### config.mk
export PLATFORM = sky130hd
export DESIGN_NAME = multilevel_policy_ready_queue
export DESIGN_NICKNAME = d
export VERILOG_FILES = /design/src/design/mlpq_pkg.sv /design/src/design/mlpq_ctrl.sv /design/src/design/mlpq_datapath.sv /design/src/design/multilevel_policy_ready_queue.sv
export SDC_FILE = /design/constraint.sdc
export NUM_CORES = 2
export LEC_CHECK = 0
export BUFFER_PORTS_ARGS = -buffer_cell sky130_fd_sc_hd__buf_4
export CORE_MARGIN = 3
export CORE_UTILIZATION = 57
export DETAILED_ROUTE_END_ITERATION = 6
export GPL_ROUTABILITY_DRIVEN = 1
export PLACE_DENSITY = 0.76
export SETUP_SLACK_MARGIN = 0.05
export SLEW_MARGIN = 20
export SYNTH_ARGS = -nofsm -noshare
export SYNTH_HDL_FRONTEND = slang
export SYNTH_SLANG_ARGS = --single-unit
### constraint.sdc
create_clock -name clock -period 4.5 [get_ports clock]
set_input_delay 1.125 -clock clock [delete_from_list [all_inputs] [get_ports clock]]
set_output_delay 1.125 -clock clock [all_outputs]
set_load 0.005 [all_outputs]
### src/design/mlpq_pkg.sv
package mlpq_pkg;

   localparam int QUEUE_DEPTH = 16;
   localparam int TIME_BITS   = 16;
   localparam int LEVELS      = 4;

   localparam int LEVEL_BITS  = 2;
   localparam int ID_BITS     = 4;
   localparam int PTR_BITS    = (QUEUE_DEPTH > 1) ? $clog2(QUEUE_DEPTH) : 1;
   localparam int CNT_BITS    = $clog2(QUEUE_DEPTH + 1);
   localparam int ADDR_BITS   = LEVEL_BITS + PTR_BITS;
   localparam int MEM_DEPTH   = LEVELS * QUEUE_DEPTH;

   typedef logic [1:0] opcode_type;
   localparam opcode_type OP_ENQUEUE      = 2'd0;
   localparam opcode_type OP_SELECT       = 2'd1;
   localparam opcode_type OP_TAKE_HIGHEST = 2'd2;

   typedef logic [1:0] status_type;
   localparam status_type ST_ENQUEUED = 2'd0;
   localparam status_type ST_SELECTED = 2'd1;
   localparam status_type ST_EMPTY    = 2'd2;
   localparam status_type ST_FULL     = 2'd3;

   typedef logic [LEVEL_BITS-1:0] level_type;
   localparam level_type LVL_LONGEST  = 2'd0;
   localparam level_type LVL_SHORTEST = 2'd3;

   typedef struct packed {
      logic [ID_BITS-1:0]   id;
      logic [TIME_BITS-1:0] rtime;
   } entry_type;

   typedef struct packed {
      logic       load;
      logic       decode;
      logic       enq;
      logic       scan_step;
      logic       shift_start;
      logic       shift_step;
      logic       remove;
      logic       respond;
      status_type status;
   } cmd_type;

   typedef struct packed {
      opcode_type op;
      logic       empty;
      logic       full;
      logic       scan_done;
      logic       shift_done;
      logic       rsp_free;
   } sts_type;

endpackage

### src/design/mlpq_ctrl.sv
module mlpq_ctrl (
   input  logic              clock,
   input  logic              reset,
   input  logic              req_valid,
   output logic              req_stall,
   input  mlpq_pkg::sts_type sts,
   output mlpq_pkg::cmd_type cmd
);
   import mlpq_pkg::*;

   localparam logic [2:0] S_IDLE   = 3'd0;
   localparam logic [2:0] S_DECODE = 3'd1;
   localparam logic [2:0] S_SCAN   = 3'd2;
   localparam logic [2:0] S_SHIFT  = 3'd3;
   localparam logic [2:0] S_FINISH = 3'd4;

   logic [2:0] state_ff, state_in;
   status_type result_ff, result_in;

   assign req_stall = (state_ff != S_IDLE);

   always_comb begin
      state_in  = state_ff;
      result_in = result_ff;
      cmd       = '0;
      cmd.status = result_ff;
      unique case (state_ff)
         S_IDLE: begin
            if (req_valid) begin
               cmd.load = 1'b1;
               state_in = S_DECODE;
            end
         end
         S_DECODE: begin
            cmd.decode = 1'b1;
            priority if (sts.op == OP_ENQUEUE) begin
               if (sts.full) begin
                  result_in = ST_FULL;
               end else begin
                  cmd.enq   = 1'b1;
                  result_in = ST_ENQUEUED;
               end
               state_in = S_FINISH;
            end else if (sts.op == OP_SELECT || sts.op == OP_TAKE_HIGHEST) begin
               if (sts.empty) begin
                  result_in = ST_EMPTY;
                  state_in  = S_FINISH;
               end else begin
                  state_in = S_SCAN;
               end
            end else begin
               result_in = ST_EMPTY;
               state_in  = S_FINISH;
            end
         end
         S_SCAN: begin
            if (sts.scan_done) begin
               cmd.shift_start = 1'b1;
               state_in        = S_SHIFT;
            end else begin
               cmd.scan_step = 1'b1;
            end
         end
         S_SHIFT: begin
            if (sts.shift_done) begin
               cmd.remove = 1'b1;
               result_in  = ST_SELECTED;
               state_in   = S_FINISH;
            end else begin
               cmd.shift_step = 1'b1;
            end
         end
         S_FINISH: begin
            if (sts.rsp_free) begin
               cmd.respond = 1'b1;
               state_in    = S_IDLE;
            end
         end
         default: begin
            state_in = S_IDLE;
         end
      endcase
   end

   always_ff @(posedge clock) begin
      if (reset) begin
         state_ff  <= S_IDLE;
         result_ff <= ST_EMPTY;
      end else begin
         state_ff  <= state_in;
         result_ff <= result_in;
      end
   end

   a_respond_when_free: assert property (@(posedge clock) disable iff (reset)
      cmd.respond |-> sts.rsp_free)
      else $error("response issued while output register busy");

   a_accept_only_idle: assert property (@(posedge clock) disable iff (reset)
      (state_ff != S_IDLE) |-> !cmd.load)
      else $error("item loaded outside idle");

   a_selected_via_shift: assert property (@(posedge clock) disable iff (reset)
      (state_ff == S_FINISH && $past(state_ff) != S_FINISH && result_ff == ST_SELECTED)
      |-> $past(state_ff) == S_SHIFT)
      else $error("selected result without removal pass");

endmodule

### src/design/mlpq_datapath.sv
module mlpq_datapath (
   input  logic                            clock,
   input  logic                            reset,
   input  logic [1:0]                      req_opcode,
   input  logic [1:0]                      req_level,
   input  logic [3:0]                      req_task_id,
   input  logic [15:0]                     req_remaining_time,
   output logic                            rsp_valid,
   input  logic                            rsp_stall,
   output logic [1:0]                      rsp_status,
   output logic [3:0]                      rsp_chosen_task,
   output logic [1:0]                      rsp_chosen_level,
   input  mlpq_pkg::cmd_type               cmd,
   output mlpq_pkg::sts_type               sts
);
   import mlpq_pkg::*;

   entry_type mem [MEM_DEPTH];

   opcode_type            op_ff;
   level_type             lv_ff;
   logic [ID_BITS-1:0]    id_ff;
   logic [TIME_BITS-1:0]  tm_ff;

   logic [CNT_BITS-1:0]   cnt_ff [LEVELS];
   logic [CNT_BITS-1:0]   cnt_in [LEVELS];

   level_type             eff_lv_ff;
   logic [CNT_BITS-1:0]   len_ff;
   logic [CNT_BITS-1:0]   iss_ff, iss_in;
   logic [CNT_BITS-1:0]   sh_ff, sh_in;

   logic                  rd_valid_ff, rd_valid_in;
   logic                  rd_shift_ff, rd_shift_in;
   logic [PTR_BITS-1:0]   rd_idx_ff, rd_idx_in;
   entry_type             rd_data_ff;

   logic [PTR_BITS-1:0]   best_pos_ff;
   logic [TIME_BITS-1:0]  best_time_ff;
   logic [ID_BITS-1:0]    best_id_ff;

   logic                  rsp_valid_ff;
   status_type            rsp_status_ff;
   logic [ID_BITS-1:0]    rsp_task_ff;
   level_type             rsp_level_ff;

   level_type             high_lv;
   logic                  any_busy;
   level_type             sel_lv;
   logic                  scan_policy;
   logic [CNT_BITS-1:0]   cur_cnt;

   logic                  rd_en;
   logic [ADDR_BITS-1:0]  rd_addr;
   logic                  wr_en;
   logic [ADDR_BITS-1:0]  wr_addr;
   entry_type             wr_data;
   logic                  better;

   // highest non-empty level, later index wins
   always_comb begin
      high_lv  = '0;
      any_busy = 1'b0;
      for (int l = 0; l < LEVELS; l++) begin
         if (cnt_ff[l] != '0) begin
            high_lv  = level_type'(l);
            any_busy = 1'b1;
         end
      end
   end

   assign sel_lv      = (op_ff == OP_TAKE_HIGHEST) ? high_lv : lv_ff;
   assign scan_policy = (op_ff == OP_SELECT) &&
                        (lv_ff == LVL_LONGEST || lv_ff == LVL_SHORTEST);
   assign cur_cnt     = cnt_ff[eff_lv_ff];

   assign sts.op         = op_ff;
   assign sts.empty      = (op_ff == OP_TAKE_HIGHEST) ? !any_busy : (cnt_ff[lv_ff] == '0);
   assign sts.full       = (cnt_ff[lv_ff] >= CNT_BITS'(QUEUE_DEPTH));
   assign sts.scan_done  = (iss_ff >= len_ff) && !rd_valid_ff;
   assign sts.shift_done = (sh_ff >= cur_cnt) && !rd_valid_ff;
   assign sts.rsp_free   = !rsp_valid_ff || !rsp_stall;

   // read issue: scan walks from the front, shift reads the entry after the gap
   always_comb begin
      rd_en       = 1'b0;
      rd_addr     = {eff_lv_ff, iss_ff[PTR_BITS-1:0]};
      rd_idx_in   = iss_ff[PTR_BITS-1:0];
      rd_shift_in = 1'b0;
      iss_in      = iss_ff;
      sh_in       = sh_ff;
      if (cmd.decode) begin
         iss_in = '0;
      end else if (cmd.scan_step && iss_ff < len_ff) begin
         rd_en  = 1'b1;
         iss_in = iss_ff + 1'b1;
      end
      if (cmd.shift_start) begin
         sh_in = CNT_BITS'(best_pos_ff) + 1'b1;
      end else if (cmd.shift_step && sh_ff < cur_cnt) begin
         rd_en       = 1'b1;
         rd_addr     = {eff_lv_ff, sh_ff[PTR_BITS-1:0]};
         rd_idx_in   = sh_ff[PTR_BITS-1:0];
         rd_shift_in = 1'b1;
         sh_in       = sh_ff + 1'b1;
      end
      rd_valid_in = rd_en;
   end

   // write: append on enqueue, or move a read-back entry one place forward
   always_comb begin
      wr_en   = 1'b0;
      wr_addr = {lv_ff, cnt_ff[lv_ff][PTR_BITS-1:0]};
      wr_data = '{id: id_ff, rtime: tm_ff};
      if (cmd.enq) begin
         wr_en = 1'b1;
      end else if (rd_valid_ff && rd_shift_ff) begin
         wr_en   = 1'b1;
         wr_addr = {eff_lv_ff, rd_idx_ff - 1'b1};
         wr_data = rd_data_ff;
      end
   end

   always_comb begin
      better = (rd_idx_ff == '0);
      if (eff_lv_ff == LVL_SHORTEST && rd_data_ff.rtime < best_time_ff) begin
         better = 1'b1;
      end
      if (eff_lv_ff == LVL_LONGEST && rd_data_ff.rtime > best_time_ff) begin
         better = 1'b1;
      end
   end

   always_comb begin
      for (int l = 0; l < LEVELS; l++) begin
         cnt_in[l] = cnt_ff[l];
      end
      if (cmd.enq) begin
         cnt_in[lv_ff] = cnt_ff[lv_ff] + 1'b1;
      end else if (cmd.remove) begin
         cnt_in[eff_lv_ff] = cnt_ff[eff_lv_ff] - 1'b1;
      end
   end

   always_ff @(posedge clock) begin
      if (wr_en) begin
         mem[wr_addr] <= wr_data;
      end
      if (rd_en) begin
         rd_data_ff <= mem[rd_addr];
      end
   end

   always_ff @(posedge clock) begin
      if (cmd.load) begin
         op_ff <= req_opcode;
         lv_ff <= req_level;
         id_ff <= req_task_id;
         tm_ff <= TIME_BITS'(req_remaining_time);
      end
      if (cmd.decode) begin
         eff_lv_ff <= sel_lv;
         len_ff    <= scan_policy ? cnt_ff[sel_lv] : CNT_BITS'(1);
      end
      if (rd_valid_ff && !rd_shift_ff && better) begin
         best_pos_ff  <= rd_idx_ff;
         best_time_ff <= rd_data_ff.rtime;
         best_id_ff   <= rd_data_ff.id;
      end
      iss_ff      <= iss_in;
      sh_ff       <= sh_in;
      rd_idx_ff   <= rd_idx_in;
      rd_shift_ff <= rd_shift_in;
      if (cmd.respond) begin
         rsp_status_ff <= cmd.status;
         rsp_task_ff   <= (cmd.status == ST_SELECTED) ? best_id_ff : '0;
         rsp_level_ff  <= (cmd.status == ST_SELECTED) ? eff_lv_ff : '0;
      end
   end

   always_ff @(posedge clock) begin
      if (reset) begin
         for (int l = 0; l < LEVELS; l++) begin
            cnt_ff[l] <= '0;
         end
         rd_valid_ff  <= 1'b0;
         rsp_valid_ff <= 1'b0;
      end else begin
         cnt_ff      <= cnt_in;
         rd_valid_ff <= rd_valid_in;
         if (cmd.respond) begin
            rsp_valid_ff <= 1'b1;
         end else if (!rsp_stall) begin
            rsp_valid_ff <= 1'b0;
         end
      end
   end

   assign rsp_valid        = rsp_valid_ff;
   assign rsp_status       = rsp_status_ff;
   assign rsp_chosen_task  = rsp_task_ff;
   assign rsp_chosen_level = rsp_level_ff;

   for (genvar g = 0; g < LEVELS; g++) begin : g_cnt_chk
      a_cnt_bound: assert property (@(posedge clock) disable iff (reset)
         cnt_ff[g] <= CNT_BITS'(QUEUE_DEPTH))
         else $error("queue count above depth");
   end

   a_shift_target: assert property (@(posedge clock) disable iff (reset)
      (rd_valid_ff && rd_shift_ff) |-> (rd_idx_ff != '0))
      else $error("shift would write before the queue front");

   a_zero_when_not_selected: assert property (@(posedge clock) disable iff (reset)
      (rsp_valid_ff && rsp_status_ff != ST_SELECTED) |->
      (rsp_task_ff == '0 && rsp_level_ff == '0))
      else $error("chosen fields nonzero without selection");

   a_no_write_clash: assert property (@(posedge clock) disable iff (reset)
      !(cmd.enq && rd_valid_ff && rd_shift_ff))
      else $error("append collides with shift write");

endmodule

### src/design/multilevel_policy_ready_queue.sv
// Four ready queues (level 3 highest) of task id and remaining time, one item at a time.
// An enqueue, a full drop, an empty result or an unused opcode goes from accept through
// decode straight to finish. A select scans the level through the entry memory's
// single registered read port, then closes the gap by reading and rewriting each later
// entry: levels 0 and 3 are scanned whole for the longest or shortest remaining time,
// levels 1 and 2 and take-highest only at the front. The next item is accepted once the
// result is in the output register, while it still waits to be taken. Entries need no
// clearing after reset; per-level fill counts start at zero.
module multilevel_policy_ready_queue (
   input  logic        clock,
   input  logic        reset,
   input  logic        req_valid,
   output logic        req_stall,
   input  logic [1:0]  req_opcode,
   input  logic [1:0]  req_level,
   input  logic [3:0]  req_task_id,
   input  logic [15:0] req_remaining_time,
   output logic        rsp_valid,
   input  logic        rsp_stall,
   output logic [1:0]  rsp_status,
   output logic [3:0]  rsp_chosen_task,
   output logic [1:0]  rsp_chosen_level
);
   import mlpq_pkg::*;

   cmd_type cmd;
   sts_type sts;

   mlpq_ctrl u_ctrl (
      .clock     (clock),
      .reset     (reset),
      .req_valid (req_valid),
      .req_stall (req_stall),
      .sts       (sts),
      .cmd       (cmd)
   );

   mlpq_datapath u_datapath (
      .clock              (clock),
      .reset              (reset),
      .req_opcode         (req_opcode),
      .req_level          (req_level),
      .req_task_id        (req_task_id),
      .req_remaining_time (req_remaining_time),
      .rsp_valid          (rsp_valid),
      .rsp_stall          (rsp_stall),
      .rsp_status         (rsp_status),
      .rsp_chosen_task    (rsp_chosen_task),
      .rsp_chosen_level   (rsp_chosen_level),
      .cmd                (cmd),
      .sts                (sts)
   );

endmodule
After elaboration in Yosys (flattened, before gate mapping)

Memories as Yosys holds them, arrays and structs flattened. A register that Yosys moved wholly into a read port is not among the register bits.
Index checks and enable logic that the tools add are counted.

ROM bits: 0
Latch bits: 0
Register bits: 105
Output and inout port bits: 10
Input port bits: 28
Word-level logic and storage cells: 173
Memories: 1
RAM bits: 1,280

Order comparisons: 12
Add/subtract/negate cells: 6
Shifts and indexed selects: 0
Divide/modulo/power cells: 0
Bitwise gates (word level): 3
$mul: 0
Equal/unequal tests: 15
Muxes and demuxes: 76
Reduce and logical (&&, ||, !) cells: 36

Memories:

| name           | words | width | read ports | clocked after Yosys merged registers in | wr ports | RTL line            | source |
|---|---|---|---|---|---|---|---|
| u_datapath.mem | 64    | 20    | 1          | 1                                       | 1        | mlpq_datapath.sv:18 | `entry_type mem [MEM_DEPTH];` |

Operators with widths:

| operator              | number |
|---|---|
| $mux W20              | 4 |
| $mux W5               | 10 |
| $bwmux W20            | 2 |
| $bmux W5 S2           | 3 |
| $mux W1               | 29 |
| $mux W2               | 11 |
| $mux W3               | 7 |
| $demux W5 S2          | 2 |
| $reduce_bool A5 Y1    | 4 |
| $gt A16 B16 Y1        | 1 |
| $lt A16 B16 Y1        | 1 |
| $mux W4               | 4 |
| $add A5 B1 Y5 const B | 3 |
| $pmux W3 S5           | 1 |
| $logic_and A1 B1 Y1   | 12 |
| $mux W6               | 2 |
| $ge A5 B5 Y1          | 2 |
| $lt A5 B5 Y1          | 2 |
| $ge A3 B3 Y1 const B  | 3 |
| $not A2 Y3            | 3 |
| $ne A2 B2 Y1 const B  | 4 |
| $eq A2 B2 Y1 const B  | 3 |
| $eq A3 B2 Y1 const B  | 2 |
| $logic_not A2 Y1      | 3 |
| 20 further kinds      | 30 |

Longest topological paths before layout

Depth in word-level cells: 11
Mapped depth: 19
Mapped depth without buffers: 13

Modules after synthesis

From an unflattened synthesis, not the netlist that was laid out.

Cells, all modules: 3,921
Area, all modules: 56,586.8 um^2

By module, submodules not included:

| module        | area an instance (um^2) | seq. area each (um^2) | cells each | instances |
|---|---|---|---|---|
| mlpq_datapath | 56,203.9                | 41,720.0              | 3,878      | 1 |
| mlpq_ctrl     | 382.9                   | 100.1                 | 43         | 1 |

Worst setup path before layout

OpenSTA, ideal clock, no wires.

Path type: register -> register
From: register u_datapath.lv_ff[0]
To: memory u_datapath.mem[0][0] (netlist name), data pin
Setup time: 0.702 ns
Arrival: 4.293 ns
Data required time: 3.798 ns
Cell stages (with the launch flop): 9
Slack: -0.495 ns
Cells stage by stage: edfxtp_1 -> buf_2 -> mux4_2 -> nor2b_1 -> nand2_1 -> nand3_1 -> clkbuf_1 -> clkbuf_1 -> o21ai_0

RTL lines:

| item                   | RTL line             | source |
|---|---|---|
| start, declared        | mlpq_datapath.sv:21  | `level_type lv_ff;` |
| start signal, assigned | mlpq_datapath.sv:157 | `lv_ff <= req_level;` |
| end, declared          | mlpq_datapath.sv:18  |  |

Worst setup path after layout

From: register u_datapath.eff_lv_ff[0]
To: register, netlist name u_datapath.rd_data_ff[10]

Word-level cells in the longest chain between the ends: 11
Elaborated cells on any way between the ends: 14

RTL lines:

| item                                       | RTL line             | source |
|---|---|---|
| start, declared                            | mlpq_datapath.sv:28  | `level_type eff_lv_ff;` |
| start signal, assigned                     | mlpq_datapath.sv:162 | `eff_lv_ff <= sel_lv;` |
| $not A2 Y3 (implied by the code)           | mlpq_datapath.sv:75  | `assign cur_cnt = cnt_ff[eff_lv_ff];` |
| $bmux W5 S2                                | mlpq_datapath.sv:75  |  |
| $mux W5 (implied by the code) (2 in a row) | mlpq_datapath.sv:75  |  |
| $ge A5 B5 Y1                               | mlpq_datapath.sv:81  | `assign sts.shift_done = (sh_ff >= cur_cnt) && !rd_valid_ff;` |
| $logic_and A1 B1 Y1                        | mlpq_datapath.sv:81  |  |
| $mux W1                                    | mlpq_ctrl.sv:65      | `if (sts.shift_done) begin` |
| $mux W2                                    | mlpq_ctrl.sv:27      | `unique case (state_ff)` |
| $logic_and A1 B1 Y1                        | mlpq_datapath.sv:100 | `end else if (cmd.shift_step && sh_ff < cur_cnt) begin` |
| $mux W4 / $mux W1 (equally long branches)  | mlpq_datapath.sv:100 |  |
| $mux W4 / $mux W1 (equally long branches)  | mlpq_datapath.sv:98  | `if (cmd.shift_start) begin` |

Parallel ways exist; a longest one is shown, timed or not. The select of a mux whose other input is x is not followed.
A chain may end at the register's enable or synchronous reset.

==> impl_metrics.csv <==
group,metric,value,unit
worst_setup_path,cp_top_family,"buffers and inverters",
timing,fin_ws,-0.07510,ns
timing,period_share,101.7,%
run_status,violations,"negative setup slack",
pwr,p_sw_share,22.63,%
detailed_routing,drtAntennaViolNets,0,
detailed_routing,finalWirelength,186700,um
worst_setup_path,crit_path_end_kind,"register",
placed_design,io_buffers,37,
clock_network,htree_levels,4,
die,start_util,58.00,%
worst_hold_path,hold_class,"reg2reg",
timing,setup_violations,10,
clock_network,cts_buffers,141,
die,rows,113,
global_route,track_usage,35.90,%
detailed_routing,drtPass1Iterations,7,
worst_setup_path,critPathRequiredTime,4.96,ns
die,io_pins,38,
worst_setup_path,path_class,"reg2reg",
clock_network,cts-root-buf,"clkbuf_16",
synthesis,syn-cell-area,0.05552,mm2
pwr,p_switching,6.620,mW
timing,slew_viol_final,0,
synthesis,ys_seq_elements,1405,
synthesis,yosysTopAreaCell,"edfxtp_1",
synthesis,async_flop_share,0,%
timing,fmax,218.6,MHz
synthesis,syn-num-nets,3156,
clock_network,clk_pin_slew,0.06,ns
run,maxCapViolCount,0,
finish,fillers,5314,
timing,rsz0062_at_grt,"yes",
finish,drive_gt1_share,34.56,%
timing,fin_crit,4.575,ns
worst_setup_path,worstPathCellList,"buf_12 > mux4_2 > inv_2 > ha_4 > and4_1 > a21boi_4 > or4_4 > and2_4 > buf_12 > buf_12 > buf_16 > buf_12 > buf_12 > buf_4 > buf_4 > mux4_2 > a22oi_2 > buf_4 > o2111ai_1",
timing,finalHoldViolations,0,
run_status,status,"complete, but fails checks",
pwr,p_seq_share,49.7,%
global_route,grt_pass1_vias,34410,
pwr,power_frac_comb,9.6,%
finish,area_growth,25.40,%
global_route,grt_overflow_total,0,
timing,relSlewSlack,38.87,%
placed_design,dp_hpwl,117000,um
pwr,max-vdd-ir-drop,276.5,uV
synthesis,ys_types,56,
pwr,p_leak,24.34,nW
clock_network,clockBufferDepth,3,
synthesis,ys_seq_area_share,75.32,%
synthesis,synth_top_area_share,73.99,%
worst_setup_path,cp-start-kind,"register",
global_route,grt_max_degree,65,
pwr,pwr-share-clk,40.6,%
synthesis,synthMostInstantiatedCell,"edfxtp_1",
die,core,0.09572,mm2
detailed_routing,post_drt_via_cell_ratio,7.036,
worst_setup_path,crit_cells,19,
detailed_routing,drc_errors,0,
worst_setup_path,ff2ff_path_depth,19,
pwr,p_per_area,420.1,mW/mm2
timing,tightest_slew,0.9134,ns
die,dieArea,0.1012,mm2
detailed_routing,first_iter_violations,6279,
timing,fin_setup_tns,-0.3038,ns
synthesis,synthCells,3088,
synthesis,synth_top_flop_cell,"edfxtp_1",
pwr,internal_power,22.63,mW
worst_setup_path,cp.arrival,5.04,ns
worst_setup_path,critical_path_buf_inv_count,10,
synthesis,syn_area_per_cell,17.98,um2
worst_setup_path,cpPeakStageDelay,0.53,ns
clock_network,cts_tree,"done",
worst_setup_path,path_max_fanout,6,
detailed_routing,wl_per_cell,36.82,um
global_route,grt_pass1_wl,256100,um
worst_hold_path,holdPathStages,0,
synthesis,ys_warn_count,0,
worst_setup_path,cpMostUsedCell,"buf_12",
finish,final_util,72.74,%
synthesis,synth_edf_count,1368,
worst_setup_path,slowest_stage,"mux4_2",
synthesis,synth.area.top_cells,"edfxtp_1, mux4_2, mux2i_1",
timing,finClkSkew,0.03093,ns
die,die_y,318.1,um
detailed_routing,vias,35670,
die,die_x,318.1,um
global_route,antenna_found_initial,7,
placed_design,place.gp.congestion,1.069,
clock_network,clock_latency,0.76,ns
clock_network,clkSinkCount,1405,
synthesis,synth_common_cells,"edfxtp_1, nand2_1, mux2i_1, mux4_2, nor2_1",
finish,layout.nets,3758,
[cells in the final DEF (no fill, tap or decap), drive strengths merged, types with 60 or more instances in the layout]
master,instances
edfxtp,1368
buf,622
nand2,249
mux2i,194
clkbuf,173
mux4,170
nor2,136
a221oi,104
a211oi,84
and3,73
a311oi,72
clkinv,60
[power by group through the flow]
stage / combinational (mW) / sequential, mW / clock [mW]
finish: 2.82 / 14.5 / 11.9
CTS: 2.61 / 14.5 / 11.9
detailed placement: 2.21 / 14.8 / 0
global route: 2.88 / 14.5 / 12.5
global placement: 2.14 / 14.8 / 0
floorplan: 1.17 / 14.8 / 0
[what timing repair did]
action                     CTS  global route
gates resized for setup    239           106
pin swaps                   53            28
setup buffers               51            19
setup endpoints to repair   20            20
hold buffers                 0             0
gates cloned                10             4
[per-stage QoR]
| step | hold slack [ns] | area (um2) | setup slack [ns] | std cells | total power, mW |
|---|---|---|---|---|---|
| after floorplan | 0.4231 | 55520 | 0.1347 | 3088 | 16.00 |
| after global placement | 0.4416 | 62120 | -0.8576 | 4730 | 16.96 |
| after detailed placement | 0.4441 | 62130 | -0.7530 | 4731 | 17.03 |
| after CTS | 0.4500 | 68730 | -0.05339 | 5044 | 29.04 |
| after global routing | 0.4644 | 69620 | -0.1639 | 5067 | 29.88 |
| final | 0.4487 | 69620 | -0.07510 | 5069 | 29.25 |
[registers in the layout, indices dropped and copies added (netlist names)]
signal	flops
u_datapath.iss_ff	5
u_ctrl.result_ff	2
u_datapath.rsp_valid	1
u_datapath.rsp_status	2
u_datapath.lv_ff	2
u_datapath.rsp_chosen_level	2
u_datapath.rd_data_ff	20
u_datapath.sh_ff	5
u_datapath.best_pos_ff	4
u_datapath.rsp_chosen_task	4
u_datapath.cnt_ff	20
u_datapath.op_ff	2
u_datapath.len_ff	5
u_datapath.rd_idx_ff	4
u_datapath.best_id_ff	4
u_datapath.best_time_ff	16
u_ctrl.state_ff	3
u_datapath.tm_ff	16
u_datapath.rd_shift_ff	1
u_datapath.rd_valid_ff	1
u_datapath.eff_lv_ff	2
u_datapath.id_ff	4
u_datapath.mem	1280
[layout make-up]
| class | count | area, um2 | area share, % |
|---|---|---|---|
| Tap cell | 1265 | 1583 | 2.273 |
| Multi-Input combinational cell | 1463 | 14470 | 20.78 |
| Sequential cell | 1405 | 41820 | 60.07 |
| Timing Repair Buffer | 631 | 6910 | 9.926 |
| Inverter | 48 | 187.7 | 0.2696 |
| Antenna cell | 2 | 5.005 | 0.007189 |
| Clock inverter | 86 | 863.3 | 1.240 |
| Clock buffer | 169 | 3782 | 5.433 |
[metal layers]
metal / up-vias / track usage [%] / part of all wire (%)
met4: 4 / 20.58 / 7.0
met1: 18000 / 47.01 / 33
met5: - / 0 / 0.010
li1: 13850 / - / -
met3: 628 / 10.85 / 14
met2: 3190 / 54.06 / 45
[worst paths after layout]
path	from	endpoint	slack, ns
max	u_datapath.eff_lv_ff[0]$_DFFE_PP_	u_datapath.rd_data_ff[10]$_DFFE_PP_	-0.08
min	u_datapath.rd_data_ff[17]$_DFFE_PP_	u_datapath.best_id_ff[1]$_DFFE_PP_	0.45
max reg2reg	u_datapath.eff_lv_ff[0]$_DFFE_PP_	u_datapath.rd_data_ff[10]$_DFFE_PP_	-0.08
min reg2reg	u_datapath.rd_data_ff[17]$_DFFE_PP_	u_datapath.best_id_ff[1]$_DFFE_PP_	0.45
[cell families (layout without fill, tap and decap cells)]
family	Yosys count	in the layout	share of synthesized area, %
AO/OA/AOI/OAI	433	433	6.114
XOR/XNOR	14	14	0.2209
adder cells (fa/ha/maj)	40	40	0.9014
buffers and inverters	220	934	1.852
flip-flops	1405	1405	75.32
multiplexers	368	368	10.47
other	0	2	0
AND/OR/NAND/NOR	608	608	5.113
(Power assumes the default switching activity.)
